<file path="src/sstf_pkg.sv">
// ============================================================================
// sstf_pkg
// Shared constants and decode functions of the seven-segment formatter.
// ============================================================================
package sstf_pkg;

  // Digits in one display frame.
  localparam int DIGIT_COUNT = 8;
  // Positions over which an integer is laid out.
  localparam int NUM_POS     = 8;
  localparam int IDX_W       = 3;
  localparam int SENT_W      = 4;

  localparam logic [7:0] SEL_FIRST = 8'hFE;
  localparam logic [7:0] DOT_BIT   = 8'h80;
  localparam logic [7:0] SEG_MINUS = 8'h40;
  localparam logic [7:0] SEG_BLANK = 8'h00;

  // Range of integers that fit on the display.
  localparam logic signed [31:0] INT_HI = 32'sd99999999;
  localparam logic signed [31:0] INT_LO = -32'sd9999999;

  // Magnitude bits needed for the largest value shown, and packed BCD width.
  localparam int MAG_W = 27;
  localparam int BCD_W = 4 * NUM_POS;
  localparam int CNT_W = 5;

  typedef logic [7:0] seg_t;

  function automatic seg_t digit_seg(input logic [3:0] d);
    case (d)
      4'd0:    return 8'h3F;
      4'd1:    return 8'h06;
      4'd2:    return 8'h5B;
      4'd3:    return 8'h4F;
      4'd4:    return 8'h66;
      4'd5:    return 8'h6D;
      4'd6:    return 8'h7D;
      4'd7:    return 8'h07;
      4'd8:    return 8'h7F;
      4'd9:    return 8'h6F;
      default: return SEG_BLANK;
    endcase
  endfunction

  function automatic seg_t decode_char(input logic [7:0] c);
    if (c >= "0" && c <= "9") begin
      return digit_seg(c[3:0]);
    end
    case (c)
      "A", "a": return 8'h77;
      "B", "b": return 8'h7C;
      "C", "c": return 8'h39;
      "D", "d": return 8'h5E;
      "E", "e": return 8'h79;
      "F", "f": return 8'h71;
      "H", "h": return 8'h76;
      "i":      return 8'h04;
      "L":      return 8'h38;
      "N", "n": return 8'h37;
      "U", "u": return 8'h3E;
      "O", "o": return 8'h5C;
      "P", "p": return 8'h73;
      "R", "r": return 8'h50;
      "-":      return SEG_MINUS;
      default:  return SEG_BLANK;
    endcase
  endfunction

  // The word "error", left-aligned.
  function automatic seg_t err_code(input logic [IDX_W-1:0] idx);
    case (idx)
      3'd0:    return 8'h79;
      3'd1:    return 8'h50;
      3'd2:    return 8'h50;
      3'd3:    return 8'h5C;
      3'd4:    return 8'h50;
      default: return SEG_BLANK;
    endcase
  endfunction

  // Active-low select: SEL_FIRST rotated left by the digit position.
  function automatic logic [7:0] select_for(input logic [IDX_W-1:0] idx);
    logic [15:0] rot;
    rot = {SEL_FIRST, SEL_FIRST} << idx;
    return rot[15:8];
  endfunction

endpackage

</file>
<file path="src/sstf_if.sv">
// ============================================================================
// sstf_if
// Valid/ready channels of the seven-segment formatter.
// ============================================================================
interface sstf_in_if;
  logic               valid;
  logic               ready;
  logic               command;
  logic signed [31:0] value;
  logic [7:0]         char_code;
  logic               text_end;

  modport source (output valid, command, value, char_code, text_end, input ready);
  modport sink   (input valid, command, value, char_code, text_end, output ready);
endinterface

interface sstf_out_if;
  logic       valid;
  logic       ready;
  logic [7:0] segments;
  logic [7:0] digit_select;
  logic       last_digit;

  modport source (output valid, segments, digit_select, last_digit, input ready);
  modport sink   (input valid, segments, digit_select, last_digit, output ready);
endinterface

</file>
<file path="src/seven_segment_text_and_integer_formatter_unit.sv">
// ============================================================================
// seven_segment_text_and_integer_formatter_unit
// Formats text characters or a signed integer into seven-segment digit items.
// ============================================================================
// An integer is accepted, converted to BCD one magnitude bit at a time (the
// conversion is skipped when out of range), then handed out as 8 digits.
// A text character is accepted, then hands out the digits it releases.
// Only one item is in the block at a time: the input is held off until the
// last item is through.
// Reset: synchronous, active low; clears the text state and the output.
// ============================================================================
module seven_segment_text_and_integer_formatter_unit (
  input  logic             clk,
  input  logic             rst_n,
  sstf_in_if.sink          in_ch,
  sstf_out_if.source       out_ch
);

  // Sequencer states.
  localparam logic [1:0] ST_IDLE = 2'd0;  // waiting for an input item
  localparam logic [1:0] ST_CONV = 2'd1;  // shift-add-3 conversion, one bit a cycle
  localparam logic [1:0] ST_INT  = 2'd2;  // handing out the integer frame
  localparam logic [1:0] ST_TXT  = 2'd3;  // handing out digits released by text

  localparam logic [sstf_pkg::CNT_W-1:0] CNT_LAST =
    sstf_pkg::CNT_W'(sstf_pkg::MAG_W - 1);
  localparam logic [sstf_pkg::IDX_W-1:0] IDX_LAST =
    sstf_pkg::IDX_W'(sstf_pkg::DIGIT_COUNT - 1);
  localparam logic [sstf_pkg::IDX_W-1:0] POS_ONES =
    sstf_pkg::IDX_W'(sstf_pkg::NUM_POS - 1);
  localparam logic [sstf_pkg::IDX_W-1:0] POS_TENS =
    sstf_pkg::IDX_W'(sstf_pkg::NUM_POS - 2);
  localparam logic [sstf_pkg::SENT_W-1:0] SENT_FULL =
    sstf_pkg::SENT_W'(sstf_pkg::DIGIT_COUNT);

  // Control state.
  logic [1:0]                   state_r, state_nxt;
  logic                         pending_valid_r, pending_valid_nxt;
  logic                         pending_dotted_r, pending_dotted_nxt;
  logic [sstf_pkg::SENT_W-1:0]  digits_sent_r, digits_sent_nxt;
  logic                         a_pend_r, a_pend_nxt;   // old pending digit to send
  logic                         b_pend_r, b_pend_nxt;   // new pending digit to flush
  logic                         pad_r, pad_nxt;         // end of text: pad and reset
  logic                         started_r, started_nxt; // a significant digit was sent
  logic [sstf_pkg::CNT_W-1:0]   cnt_r, cnt_nxt;
  logic                         out_valid_r, out_valid_nxt;

  // Payload state.
  sstf_pkg::seg_t               pending_code_r, pending_code_nxt;
  sstf_pkg::seg_t               a_code_r, a_code_nxt;
  logic                         neg_r, neg_nxt;
  logic                         err_r, err_nxt;
  logic [sstf_pkg::BCD_W-1:0]   bcd_r, bcd_nxt;
  logic [sstf_pkg::MAG_W-1:0]   mag_r, mag_nxt;
  sstf_pkg::seg_t               out_seg_r, out_seg_nxt;
  logic [7:0]                   out_sel_r, out_sel_nxt;
  logic                         out_last_r, out_last_nxt;

  // Working signals.
  logic                         in_acc;
  logic                         slot_free;
  logic                         emit;
  sstf_pkg::seg_t               emit_code;
  logic [sstf_pkg::IDX_W-1:0]   idx;
  logic [sstf_pkg::BCD_W-1:0]   bcd_adj;
  logic [31:0]                  mag_full;
  logic                         in_neg;
  logic                         in_err;
  logic [3:0]                   cur_digit;
  logic [3:0]                   next_digit;
  logic                         significant;
  sstf_pkg::seg_t               int_code;
  logic                         dot_case;
  logic [sstf_pkg::SENT_W-1:0]  sent_after;

  assign in_ch.ready         = (state_r == ST_IDLE);
  assign out_ch.valid        = out_valid_r;
  assign out_ch.segments     = out_seg_r;
  assign out_ch.digit_select = out_sel_r;
  assign out_ch.last_digit   = out_last_r;

  assign in_acc    = in_ch.valid && in_ch.ready;
  assign slot_free = !out_valid_r || out_ch.ready;
  assign idx       = digits_sent_r[sstf_pkg::IDX_W-1:0];

  // Range check and magnitude of the integer, taken at the accept edge.
  assign in_neg   = in_ch.value[31];
  assign in_err   = (in_ch.value > sstf_pkg::INT_HI) || (in_ch.value < sstf_pkg::INT_LO);
  assign mag_full = in_neg ? (32'd0 - in_ch.value) : in_ch.value;

  // Add-3 correction on every BCD digit ahead of the next shift.
  always_comb begin
    for (int i = 0; i < sstf_pkg::NUM_POS; i++) begin
      bcd_adj[4*i +: 4] = (bcd_r[4*i +: 4] >= 4'd5) ? (bcd_r[4*i +: 4] + 4'd3)
                                                    : bcd_r[4*i +: 4];
    end
  end

  // The BCD word shifts left by one digit per emitted position, so the
  // current digit sits in the top nibble and its right neighbor below it.
  // A digit is shown once a nonzero digit has been seen, and the ones place
  // is always shown. A negative value puts its minus sign at the blank
  // position just left of the first shown digit.
  assign cur_digit   = bcd_r[sstf_pkg::BCD_W-1 -: 4];
  assign next_digit  = bcd_r[sstf_pkg::BCD_W-5 -: 4];
  assign significant = started_r || (cur_digit != 4'd0) || (idx == POS_ONES);

  always_comb begin
    if (err_r) begin
      int_code = sstf_pkg::err_code(idx);
    end else if (significant) begin
      int_code = sstf_pkg::digit_seg(cur_digit);
    end else if (neg_r && ((next_digit != 4'd0) || (idx == POS_TENS))) begin
      int_code = sstf_pkg::SEG_MINUS;
    end else begin
      int_code = sstf_pkg::SEG_BLANK;
    end
  end

  // A dot marks the held digit when that digit has no dot yet.
  assign dot_case   = (in_ch.char_code == ".") && pending_valid_r && !pending_dotted_r;
  assign sent_after = digits_sent_r + sstf_pkg::SENT_W'(pending_valid_r);

  always_comb begin
    state_nxt          = state_r;
    pending_valid_nxt  = pending_valid_r;
    pending_dotted_nxt = pending_dotted_r;
    pending_code_nxt   = pending_code_r;
    digits_sent_nxt    = digits_sent_r;
    a_pend_nxt         = a_pend_r;
    a_code_nxt         = a_code_r;
    b_pend_nxt         = b_pend_r;
    pad_nxt            = pad_r;
    started_nxt        = started_r;
    cnt_nxt            = cnt_r;
    neg_nxt            = neg_r;
    err_nxt            = err_r;
    bcd_nxt            = bcd_r;
    mag_nxt            = mag_r;
    emit               = 1'b0;
    emit_code          = sstf_pkg::SEG_BLANK;

    case (state_r)
      ST_IDLE: begin
        if (in_acc) begin
          if (!in_ch.command) begin
            // An integer drops any text frame in progress.
            pending_valid_nxt  = 1'b0;
            pending_dotted_nxt = 1'b0;
            pending_code_nxt   = sstf_pkg::SEG_BLANK;
            digits_sent_nxt    = '0;
            started_nxt        = 1'b0;
            neg_nxt            = in_neg;
            err_nxt            = in_err;
            bcd_nxt            = '0;
            mag_nxt            = mag_full[sstf_pkg::MAG_W-1:0];
            cnt_nxt            = '0;
            state_nxt          = in_err ? ST_INT : ST_CONV;
          end else begin
            if (dot_case) begin
              pending_code_nxt   = pending_code_r | sstf_pkg::DOT_BIT;
              pending_dotted_nxt = 1'b1;
              a_pend_nxt         = 1'b0;
            end else begin
              // The held digit is released; the new character is held
              // only while the frame still has room for it.
              a_pend_nxt = pending_valid_r;
              a_code_nxt = pending_code_r;
              if (sent_after < SENT_FULL) begin
                pending_code_nxt   = sstf_pkg::decode_char(in_ch.char_code);
                pending_valid_nxt  = 1'b1;
                pending_dotted_nxt = 1'b0;
              end else begin
                pending_valid_nxt  = 1'b0;
              end
            end
            b_pend_nxt = in_ch.text_end && (dot_case || (sent_after < SENT_FULL));
            pad_nxt    = in_ch.text_end;
            state_nxt  = ST_TXT;
          end
        end
      end

      ST_CONV: begin
        bcd_nxt = {bcd_adj[sstf_pkg::BCD_W-2:0], mag_r[sstf_pkg::MAG_W-1]};
        mag_nxt = mag_r << 1;
        cnt_nxt = cnt_r + 1'b1;
        if (cnt_r == CNT_LAST) begin
          state_nxt = ST_INT;
        end
      end

      ST_INT: begin
        if (slot_free) begin
          emit        = 1'b1;
          emit_code   = int_code;
          started_nxt = significant;
          bcd_nxt     = bcd_r << 4;
          if (idx == IDX_LAST) begin
            digits_sent_nxt = '0;
            state_nxt       = ST_IDLE;
          end else begin
            digits_sent_nxt = digits_sent_r + 1'b1;
          end
        end
      end

      ST_TXT: begin
        if (a_pend_r) begin
          if (slot_free) begin
            emit            = 1'b1;
            emit_code       = a_code_r;
            a_pend_nxt      = 1'b0;
            digits_sent_nxt = digits_sent_r + 1'b1;
          end
        end else if (b_pend_r) begin
          if (slot_free) begin
            emit              = 1'b1;
            emit_code         = pending_code_r;
            b_pend_nxt        = 1'b0;
            pending_valid_nxt = 1'b0;
            digits_sent_nxt   = digits_sent_r + 1'b1;
          end
        end else if (pad_r && (digits_sent_r < SENT_FULL)) begin
          if (slot_free) begin
            emit            = 1'b1;
            emit_code       = sstf_pkg::SEG_BLANK;
            digits_sent_nxt = digits_sent_r + 1'b1;
          end
        end else begin
          // End of text returns the text state to its reset values.
          if (pad_r) begin
            pending_valid_nxt  = 1'b0;
            pending_dotted_nxt = 1'b0;
            pending_code_nxt   = sstf_pkg::SEG_BLANK;
            digits_sent_nxt    = '0;
            pad_nxt            = 1'b0;
          end
          state_nxt = ST_IDLE;
        end
      end

      default: begin
        state_nxt = ST_IDLE;
      end
    endcase
  end

  // Output register: loaded on an emit, emptied when the sink takes the item.
  always_comb begin
    out_valid_nxt = out_valid_r;
    out_seg_nxt   = out_seg_r;
    out_sel_nxt   = out_sel_r;
    out_last_nxt  = out_last_r;
    if (emit) begin
      out_valid_nxt = 1'b1;
      out_seg_nxt   = emit_code;
      out_sel_nxt   = sstf_pkg::select_for(idx);
      out_last_nxt  = (idx == IDX_LAST);
    end else if (out_ch.ready) begin
      out_valid_nxt = 1'b0;
    end
  end

  always_ff @(posedge clk) begin
    if (!rst_n) begin
      state_r          <= ST_IDLE;
      pending_valid_r  <= 1'b0;
      pending_dotted_r <= 1'b0;
      pending_code_r   <= sstf_pkg::SEG_BLANK;
      digits_sent_r    <= '0;
      a_pend_r         <= 1'b0;
      b_pend_r         <= 1'b0;
      pad_r            <= 1'b0;
      started_r        <= 1'b0;
      cnt_r            <= '0;
      out_valid_r      <= 1'b0;
    end else begin
      state_r          <= state_nxt;
      pending_valid_r  <= pending_valid_nxt;
      pending_dotted_r <= pending_dotted_nxt;
      pending_code_r   <= pending_code_nxt;
      digits_sent_r    <= digits_sent_nxt;
      a_pend_r         <= a_pend_nxt;
      b_pend_r         <= b_pend_nxt;
      pad_r            <= pad_nxt;
      started_r        <= started_nxt;
      cnt_r            <= cnt_nxt;
      out_valid_r      <= out_valid_nxt;
    end
  end

  always_ff @(posedge clk) begin
    a_code_r   <= a_code_nxt;
    neg_r      <= neg_nxt;
    err_r      <= err_nxt;
    bcd_r      <= bcd_nxt;
    mag_r      <= mag_nxt;
    out_seg_r  <= out_seg_nxt;
    out_sel_r  <= out_sel_nxt;
    out_last_r <= out_last_nxt;
  end

  // The frame position never passes the digit count.
  a_sent_bound: assert property (@(posedge clk) disable iff (!rst_n)
    digits_sent_r <= SENT_FULL)
    else $error("digit position ran past the frame");

  // A held text digit always has room left in its frame.
  a_pending_room: assert property (@(posedge clk) disable iff (!rst_n)
    (state_r == ST_IDLE) && pending_valid_r |-> digits_sent_r < SENT_FULL)
    else $error("held digit without room in the frame");

  // An accepted integer starts a fresh frame at the first position.
  a_int_restart: assert property (@(posedge clk) disable iff (!rst_n)
    in_acc && !in_ch.command |=> digits_sent_r == '0 && !pending_valid_r &&
                                 (state_r == ST_CONV || state_r == ST_INT))
    else $error("integer item did not restart the frame");

  // The last digit of a frame carries the matching select.
  a_last_select: assert property (@(posedge clk) disable iff (!rst_n)
    out_valid_r && out_last_r |-> out_sel_r == sstf_pkg::select_for(IDX_LAST))
    else $error("last digit flagged at the wrong select");

endmodule

</file>
<file path="src/flat_wrapper.sv">
// flat-port wrapper written by rule: the top's interface ports become plain ports
module seven_segment_text_and_integer_formatter_unit_flat 
  (clk, rst_n, in_ch_valid, in_ch_command, in_ch_value, in_ch_char_code, in_ch_text_end, in_ch_ready, out_ch_valid, out_ch_segments, out_ch_digit_select, out_ch_last_digit, out_ch_ready);
  sstf_in_if in_ch_i ();
  sstf_out_if out_ch_i ();
  input  logic clk;
  input  logic rst_n;
  input wire logic [$bits(in_ch_i.valid)-1:0] in_ch_valid;
  input wire logic [$bits(in_ch_i.command)-1:0] in_ch_command;
  input wire logic [$bits(in_ch_i.value)-1:0] in_ch_value;
  input wire logic [$bits(in_ch_i.char_code)-1:0] in_ch_char_code;
  input wire logic [$bits(in_ch_i.text_end)-1:0] in_ch_text_end;
  output wire logic [$bits(in_ch_i.ready)-1:0] in_ch_ready;
  output wire logic [$bits(out_ch_i.valid)-1:0] out_ch_valid;
  output wire logic [$bits(out_ch_i.segments)-1:0] out_ch_segments;
  output wire logic [$bits(out_ch_i.digit_select)-1:0] out_ch_digit_select;
  output wire logic [$bits(out_ch_i.last_digit)-1:0] out_ch_last_digit;
  input wire logic [$bits(out_ch_i.ready)-1:0] out_ch_ready;
  assign in_ch_i.valid = in_ch_valid;
  assign in_ch_i.command = in_ch_command;
  assign in_ch_i.value = in_ch_value;
  assign in_ch_i.char_code = in_ch_char_code;
  assign in_ch_i.text_end = in_ch_text_end;
  assign in_ch_ready = in_ch_i.ready;
  assign out_ch_valid = out_ch_i.valid;
  assign out_ch_segments = out_ch_i.segments;
  assign out_ch_digit_select = out_ch_i.digit_select;
  assign out_ch_last_digit = out_ch_i.last_digit;
  assign out_ch_i.ready = out_ch_ready;
  seven_segment_text_and_integer_formatter_unit u_core (.clk(clk), .rst_n(rst_n), .in_ch(in_ch_i), .out_ch(out_ch_i));
endmodule
</file>
<file path="config.mk">
export PLATFORM = sky130hd
export DESIGN_NAME = seven_segment_text_and_integer_formatter_unit_flat
export DESIGN_NICKNAME = d
export VERILOG_FILES = /design/src/sstf_pkg.sv /design/src/sstf_if.sv /design/src/seven_segment_text_and_integer_formatter_unit.sv /design/src/flat_wrapper.sv
export SDC_FILE = /design/constraint.sdc
export NUM_CORES = 1
export LEC_CHECK = 0
export BUFFER_PORTS_ARGS = -buffer_cell sky130_fd_sc_hd__buf_2
export CAP_MARGIN = 20
export CORE_AREA = 5 5 106 147
export DETAILED_ROUTE_END_ITERATION = 10
export DIE_AREA = 0 0 111 152
export MAX_ROUTING_LAYER = met4
export PLACE_DENSITY = 0.8
export SLEW_MARGIN = 30
export SYNTH_ARGS = -nofsm -noshare
export SYNTH_HDL_FRONTEND = slang
export SYNTH_SLANG_ARGS = --single-unit
</file>
<file path="constraint.sdc">
create_clock -name clk -period 3.7 [get_ports clk]
set_input_delay 0.74 -clock clk [delete_from_list [all_inputs] [get_ports clk]]
set_output_delay 0.74 -clock clk [all_outputs]
set_load 0.1 [all_outputs]
</file>
# After elaboration in Yosys (flattened, before gate mapping)
# Memory sizes are Yosys's and may differ from the RTL's. A register that Yosys moved wholly into a read port is not among the register bits.
# Cells that the tools add are included.
# totals
mem_count,3
regBits,112
out_inout_bits,19
rom_bits,1120
# memory_table
memory,depth,word_bits,read_ports,rd_ports_with_merged_regs,write_ports,line_no,text
(name not given),128,7,1,0,0,sstf_pkg.sv:50,case (c)
(name not given),16,7,1,0,0,sstf_pkg.sv:31,case (d)
(name not given),16,7,1,1,0,sstf_pkg.sv:31,
# classes
shifts,1
order_cmp,14
eq_ne,28
muxes,113
n_addsub,12
n_reduce_logical,39
bitwise_logic,2
# op_table
op,count
$mux 8,18
$mux 32,3
$pmux 32 s3,1
$mux 27,3
$mux 4,17
$pmux 27 s2,1
$mux 1,44
$ge 4x3->1 const B,8
$gt 32x28->1 const B,1
$lt 32x25->1 const B,1
$pmux 8 s2,2
$add 4x2->4 const B,7
$sub 1x27->27 const A,1
$pmux 7 s3,1
$reduce_and 7->1,3
$mux 2,9
$reduce_and 4->1,4
$shl 16x3->16 const A,1
$pmux 1 s2,7
$ne 2x2->1 const B,6
$pmux 4 s3,1
$mux 5,2
$pmux 5 s2,1
$eq 3x3->1 const B,3
other kinds (36),64

# Depth between registers and ports, before layout
# Gate-level depths: netlist of the first run.
# depth
depth_word,14
depth_mapped,11
ltp_nobuf,10

# Least setup slack after synthesis of the first run
# OpenSTA, ideal clock, no wires.
# synth_path
path_kind,register -> register
startpoint,reg u_core.state_r[0]
endpoint,reg (tool-made name)
arrival_time_ns,3.488
path_slack_ns,0.138
n_path_buf,1
setup_ns,0.075
required_time_ns,3.625
stages_incl_launch_ff,12
path_cell_list,dfxtp_1 inv_1 ha_1 buf_2 a221o_1 inv_1 nor2_1 a31oi_1 inv_1 ha_1 mux2_2 o21ai_0
# synth_lines
element,line_no,text
start: declaration,seven_segment_text_and_integer_formatter_unit.sv:37,"logic [1:0] state_r, state_nxt;"
start signal: assignment,seven_segment_text_and_integer_formatter_unit.sv:279,state_r <= state_nxt;

# Worst setup path after layout of the first run
# layout_path
startpoint,reg u_core.state_r[1]
endpoint,reg u_core.pending_code_r[5]
# layout_via
elab_chain_len,4
elab_cells_between_ends,13
cone_classes,eq/ne (8); mux (1); reduce/logical (4)
# layout_rtl
element,line_no,text
$logic_not 2->1,"seven_segment_text_and_integer_formatter_unit.sv:76, seven_segment_text_and_integer_formatter_unit.sv:143",
$logic_and 1x1->1,seven_segment_text_and_integer_formatter_unit.sv:82,assign in_acc = in_ch.valid && in_ch.ready;
$ne 2x2->1 (no source line),n/a,
$reduce_and 8->1 (no source line),n/a,
end signal: assignment,seven_segment_text_and_integer_formatter_unit.sv:270,pending_code_r <= sstf_pkg::SEG_BLANK;
end signal: assignment,seven_segment_text_and_integer_formatter_unit.sv:282,pending_code_r <= pending_code_nxt;
end: declaration,seven_segment_text_and_integer_formatter_unit.sv:49,"sstf_pkg::seg_t pending_code_r, pending_code_nxt;"
# Several ways; a longest one is shown, not always the timed one.
# A chain may end at the register's enable or synchronous reset.

==> impl_metrics.py, run 1 <==
metrics = {
    "timing": {
        "finalCriticalPeriod_ns": 2.773,
        "drv_slew": 0,
        "fin_ws_ns": 0.9266,
        "slew_headroom_pct": 39.17,
        "setup_tns_ns": 0,
        "tightest_slew_ns": 0.8894,
        "finClkSkew_ns": 0.007772,
        "final_hold_viol_count": 0,
        "setup-violations-final": 0,
        "finalCritPeriodShare_pct": 74.96,
        "max_freq_mhz": 360.6,
        "rsz0062_at_grt": "false",
    },
    "routing": {
        "num_vias": 6140,
        "wl_per_cell_um": 15.49,
        "drtIter0Drc": 420,
        "viasPerCell": 5.754,
        "dr.pass1.iters": 5,
        "routed_wl_mm": 16.52,
        "postRouteAntennaNets": 0,
        "route.detailed.drc": 0,
    },
    "logic_synthesis": {
        "yosysTopAreaCellShare_pct": 34.13,
        "synthArstFlopShare_pct": 0,
        "synth-compound-area-share_pct": 19.03,
        "yosysSeqAreaShare_pct": 42.59,
        "synth_xor_area_share_pct": 4.977,
        "ys.flop_type": "edfxtp_1",
        "yosys-top-cells-area": "edfxtp_1, dfxtp_1, ha_1",
        "ys_warn_count": 0,
        "synth_enable_flop_cells": 86,
        "yosys.area_share.simple_pct": 17.59,
        "mappedNetlistArea_um2": 7567,
        "synth_seq_cells": 118,
        "synth_fa_ha_area_share_pct": 7.606,
        "yosysTopAreaCell": "edfxtp_1",
        "synthMuxAreaShare_pct": 3.323,
        "synth_top_family_by_area": "compound AO/OA/AOI/OAI gates",
        "ys_types": 72,
        "postSynthCellCount": 814,
        "syn_area_per_cell_um2": 9.296,
        "synth.net_count": 906,
    },
    "setup_path": {
        "slowest_stage": "a2111oi_0",
        "cp-start-kind": "flop",
        "cp_slowest_stage_delay_ns": 0.79,
        "end_kind": "flop",
        "arrival_ns": 3.11,
        "worstPathCellList": "inv_1, ha_1, and2_0, nand2_1, a2111oi_0, nand2_1, a21o_1, o21ai_0",
        "crit_start": "u_core.state_r[1]",
        "cp_top_family": "compound AO/OA/AOI/OAI gates",
        "crit_type": "flop to flop",
        "required_ns": 4.03,
        "reg2reg_from": "u_core.state_r[1]",
        "path_max_fanout": 11,
        "critPathBufInv": 1,
        "path_common_cell": "nand2_1",
    },
    "placement": {
        "routabilityCongestion": 0.9222,
        "dpl_cell_area_um2": 7994,
        "hpwlAfterDp_mm": 11.69,
        "port_buffers": 64,
        "place_ws_ns": 0.7017,
    },
    "global_routing": {
        "grt_pass1_wl_mm": 27.80,
        "antenna_found_initial": 0,
        "track_usage_pct": 20.30,
        "grt_max_degree": 59,
        "grt_pass1_vias": 5977,
        "overflow": 0,
    },
    "power": {
        "power_frac_seq_pct": 35.2,
        "p_sw_mw": 2.521,
        "p_comb_share_pct": 39.0,
        "p_per_area_nw_per_um2": 738.9,
        "p_leak_nw": 3.158,
        "switching_share_pct": 39.77,
        "vdd_drop_max_mv": 0.3666,
        "p_clk_share_pct": 25.7,
        "internal-power_mw": 3.817,
    },
    "clocking": {
        "clkTransAtPathRegs_ns": 0.06,
        "insertion_delay_ns": 0.41,
        "postCtsResizedCells": 0,
        "cts_made_buffers": 17,
        "tritoncts": "done",
        "htreeDepth": 4,
        "cts_buffer_depth": 2,
        "cts_setup_buffers": 0,
        "cts_sinks": 118,
        "postCtsHoldBufs": 0,
        "cts_root_buffer": "clkbuf_16",
    },
    "hold_path": {
        "min-delay-start": "u_core.pending_code_r[6]",
        "hold_path_class": "flop to flop",
    },
    "finish": {
        "final_nets": 957,
        "antenna-diode-count": 0,
        "areaGrowthSynthToFinish_pct": 13.34,
        "drive_gt1_share_pct": 13.78,
        "nFillCells": 1187,
        "final_area_um2": 8577,
    },
    "floorplanning": {
        "start_util_pct": 53.11,
        "num_io_pins": 65,
        "die-area_um2": 16870,
        "fp.dieH_um": 152,
        "die_w_um": 111,
        "core_area_um2": 14250,
        "fp-row-count": 52,
    },
    "status": {
        "status": "finished, final reports clean",
    },
    "job": {
        "maxCapViolations": 0,
    },
}
## cells in the final DEF (no fill, tap or decap), drive strengths merged, types with 8 or more instances in the layout
cell    instances
nor2b          12
mux2i          15
nand2          94
xnor2          16
inv            43
nor2           71
dfxtp          32
nor3           12
xor2           27
nand2b         18
buf            73
nor4           11
ha             46
nand4           9
edfxtp         86
a21oi          49
a22oi          23
o21ai          79
clkbuf         22
nand3           8
## registers in the layout, indices dropped and copies added (netlist names), 2 cells and up, named ones only
signal and cells:
u_core.a_code_r 8, u_core.out_ch.digit_select 8, u_core.state_r 2, u_core.pending_code_r 8
u_core.bcd_r 32, u_core.out_ch.segments 8, u_core.digits_sent_r 4, u_core.cnt_r 5
u_core.mag_r 27
## power by group through the flow
stage / clock, mW / combinational (mW) / sequential, mW
floorplan: 0 / 1.67 / 2.48
global placement: 0 / 2.40 / 2.24
detailed placement: 0 / 2.45 / 2.25
CTS: 1.65 / 2.48 / 2.23
global route: 1.73 / 2.76 / 2.28
finish: 1.63 / 2.47 / 2.23
## metrics by stage
step / std cells / utilization, % / power (mW) / hold slack (ns)
final: 1067 / 60.19 / 6.337 / 0.4706
after global routing: 1067 / 60.19 / 6.761 / 0.4930
after floorplan: 814 / - / 4.145 / 0.4293
after global placement: 1035 / 56.10 / 4.642 / 0.4547
after detailed placement: 1035 / 56.10 / 4.699 / 0.4573
after CTS: 1067 / 60.19 / 6.358 / 0.4692
## worst paths after layout
kind	cells after the start	slack, ns	end
min reg2reg	0	0.47	u_core.a_code_r[6]
min	0	0.47	u_core.a_code_r[6]
max	8	0.93	u_core.pending_code_r[5]
max reg2reg	8	0.93	u_core.pending_code_r[5]
## cell usage after synthesis (3+ instances only)
cell type	count
a2111o_1	4
a211oi_1	7
a21boi_0	4
a21o_1	5
a21oi_1	49
a22o_1	4
a22oi_1	23
a2bb2oi_1	7
a31oi_1	6
and2_1	4
buf_2	4
clkbuf_1	29
dfxtp_1	32
edfxtp_1	86
ha_1	46
inv_1	43
mux2_2	7
mux2i_1	15
nand2_1	94
nand2b_1	18
nand3_1	8
nand3b_1	4
nand4_1	9
nor2_1	71
nor2b_1	12
nor3_1	12
nor3b_1	7
nor4_1	9
o21a_1	3
o21ai_0	77
o22ai_1	7
o31ai_1	5
or3_1	6
xnor2_1	16
xor2_1	27
## routing by layer
layer  vias to the layer above  global-route usage, %  routed length [um]
met4                         0                  9.038                 477
met1                      2872                  23.98                6869
li1                       3064                      -                   -
met3                        31                  3.462                 701
met2                       173                  33.91                8475
met5                         -                      -                   0
## cell type report
class,instances,area (um^2),share of cell area (%)
Multi-Input combinational cell,611,3981,46.42
Sequential cell,118,3223,37.58
Clock buffer,22,454.2,5.295
Timing Repair Buffer,73,387.9,4.522
Tap cell,189,236.5,2.757
Inverter,44,165.2,1.926
Clock inverter,10,128.9,1.503
## kinds of logic after synthesis
kind of cell,after synthesis
compound gates,227
fa+ha+maj,46
xor+xnor,43
simple gates,272
flops,118
buf+inv,85
mux,23
Power figures use the tool's default switching activity.
==> run 2: changes to the inputs <==
Settings changed: PLACE_DENSITY 0.8 to 0.83.
Clock period 3.7 ns to 2.4 ns, I/O delays scaled along.
==> impl_metrics.py, run 2 (synthesis gave the netlist of run 1 again) <==
metrics = {
    "status": {
        "status": "complete, but fails checks",
        "violations": "negative setup slack",
    },
    "floorplanning": {
        "fp.dieH_um": 152,
        "start_util_pct": 53.11,
        "core_area_um2": 14250,
        "die-area_um2": 16870,
        "fp-row-count": 52,
        "die_w_um": 111,
        "num_io_pins": 65,
    },
    "finish": {
        "final_common_cell": "nand2_1",
        "multi_input_comb_area_um2": 4071,
        "regArea_um2": 3228,
        "layout_common_cells": "nand2_1, edfxtp_1, o21ai_0",
        "largest_reg_flops": 32,
        "utilization_pct": 64.49,
        "areaGrowthSynthToFinish_pct": 21.43,
        "regMostFlops": "u_core.bcd_r",
        "antenna-diode-count": 0,
        "drive_gt1_share_pct": 21.81,
        "nFillCells": 1110,
        "reg_top3": "u_core.bcd_r (32), u_core.mag_r (27)",
        "final_area_um2": 9189,
        "final_nets": 1019,
    },
    "placement": {
        "port_buffers": 64,
        "routabilityCongestion": 0.9090,
        "hpwlAfterDp_mm": 12.29,
        "dpl_cell_area_um2": 8539,
    },
    "setup_path": {
        "reg2reg_from": "u_core.bcd_r[28]",
        "path_max_fanout": 5,
        "end_kind": "flop",
        "cp_slowest_stage_delay_ns": 0.45,
        "r2r_cells": 7,
        "r2r_slack_ns": -0.03,
        "crit_start": "u_core.bcd_r[28]",
        "path_common_cell": "mux2_2",
        "required_ns": 2.74,
        "crit_type": "flop to flop",
        "crit_cells": 7,
        "cp_top_family": "compound AO/OA/AOI/OAI gates",
        "worstPathCellList": "ha_2, nand2b_1, a2111o_1, a31oi_1, mux2_2, mux2_2, o21ai_1",
        "slowest_stage": "edfxtp_1",
        "arrival_ns": 2.78,
        "cp-start-kind": "flop",
        "critPathBufInv": 0,
    },
    "clocking": {
        "cts_made_buffers": 17,
        "clkTransAtPathRegs_ns": 0.06,
        "cts_sinks": 118,
        "postCtsHoldBufs": 0,
        "cts_buffer_depth": 2,
        "insertion_delay_ns": 0.42,
        "tritoncts": "done",
        "htreeDepth": 4,
        "cts_root_buffer": "clkbuf_16",
    },
    "job": {
        "maxCapViolations": 0,
    },
    "routing": {
        "viasPerCell": 5.723,
        "wl_per_cell_um": 15.42,
        "drtIter0Drc": 432,
        "routed_wl_mm": 17.41,
        "dr.pass1.iters": 5,
        "postRouteAntennaNets": 0,
        "num_vias": 6461,
        "route.detailed.drc": 0,
    },
    "global_routing": {
        "grt_pass1_vias": 6500,
        "use_met1_pct": 23.66,
        "grt_max_degree": 51,
        "busiest_layer": "met2",
        "grt_use_met2_pct": 37.30,
        "antenna_found_initial": 0,
        "overflow": 0,
        "use_met3_pct": 3.780,
        "grt_pass1_wl_mm": 29.47,
        "track_usage_pct": 21.33,
    },
    "timing": {
        "finalCriticalPeriod_ns": 2.433,
        "slew_headroom_pct": 56.18,
        "max_freq_mhz": 411.0,
        "setup-violations-final": 1,
        "timing.hold.ws_ns": 0.3938,
        "finClkSkew_ns": 0.004835,
        "final_hold_viol_count": 0,
        "setup_tns_ns": -0.03309,
        "drv_slew": 0,
        "fin_ws_ns": -0.03309,
        "finalCritPeriodShare_pct": 101.4,
        "tightest_slew_ns": 0.6556,
    },
    "power": {
        "p_per_area_nw_per_um2": 1127,
        "p_leak_nw": 3.493,
        "vdd_drop_max_mv": 0.5350,
        "p_total_mw": 10.36,
    },
    "hold_path": {
        "hold_depth": 3,
        "hold_path_class": "input port to flop",
    },
}
[run 2: repair_timing]
item,4_1_cts,5_1_grt
gates resized for setup,0,9
endpoints found under the setup margin,0,9
buffers inserted,0,0
[run 2: cell type report]
class | instances | area share [%]
Multi-Input combinational cell | 611 | 44.31
Sequential cell | 118 | 35.13
Timing Repair Buffer | 135 | 9.423
Clock buffer | 18 | 4.779
Tap cell | 189 | 2.574
Clock inverter | 14 | 1.920
Inverter | 44 | 1.865
[run 2: tightest hold or removal path, cell delays in order]
cell and delay (ns):
buf_2 0.11, nand4_1 0.10, a21boi_0 0.07
[run 2: where the power goes]
part	switching, mW	total [mW]	internal, mW
logic	2.73	4.28	1.56
registers	0.471	3.46	2.98
clock network	0.951	2.62	1.67
[run 2: stage by stage]
step	setup WS [ns]	std cells
after floorplan	-0.3326	814
after global placement	-0.2612	1097
after detailed placement	-0.2779	1097
after CTS	0.03899	1129
after global routing	-0.04931	1129
final	-0.03309	1129
[run 2: worst min path at each step]
stage / start / endpoint
6_report: in_ch_text_end / u_core.pad_r
4_1_cts: in_ch_text_end / u_core.pad_r
3_3_place_gp: u_core.pending_code_r[6] / u_core.a_code_r[6]
5_1_grt: in_ch_text_end / u_core.pad_r
3_5_place_dp: u_core.pending_code_r[5] / u_core.a_code_r[5]
2_1_floorplan: u_core.pending_code_r[2] / u_core.a_code_r[2]
[run 2: layer usage]
metal  vias to the layer above  part of all wire (%)
li1                       3188                     -
met1                      3030                    40
met2                       208                    52
met3                        35                   4.6
met4                         0                   2.7
met5                         -                     0
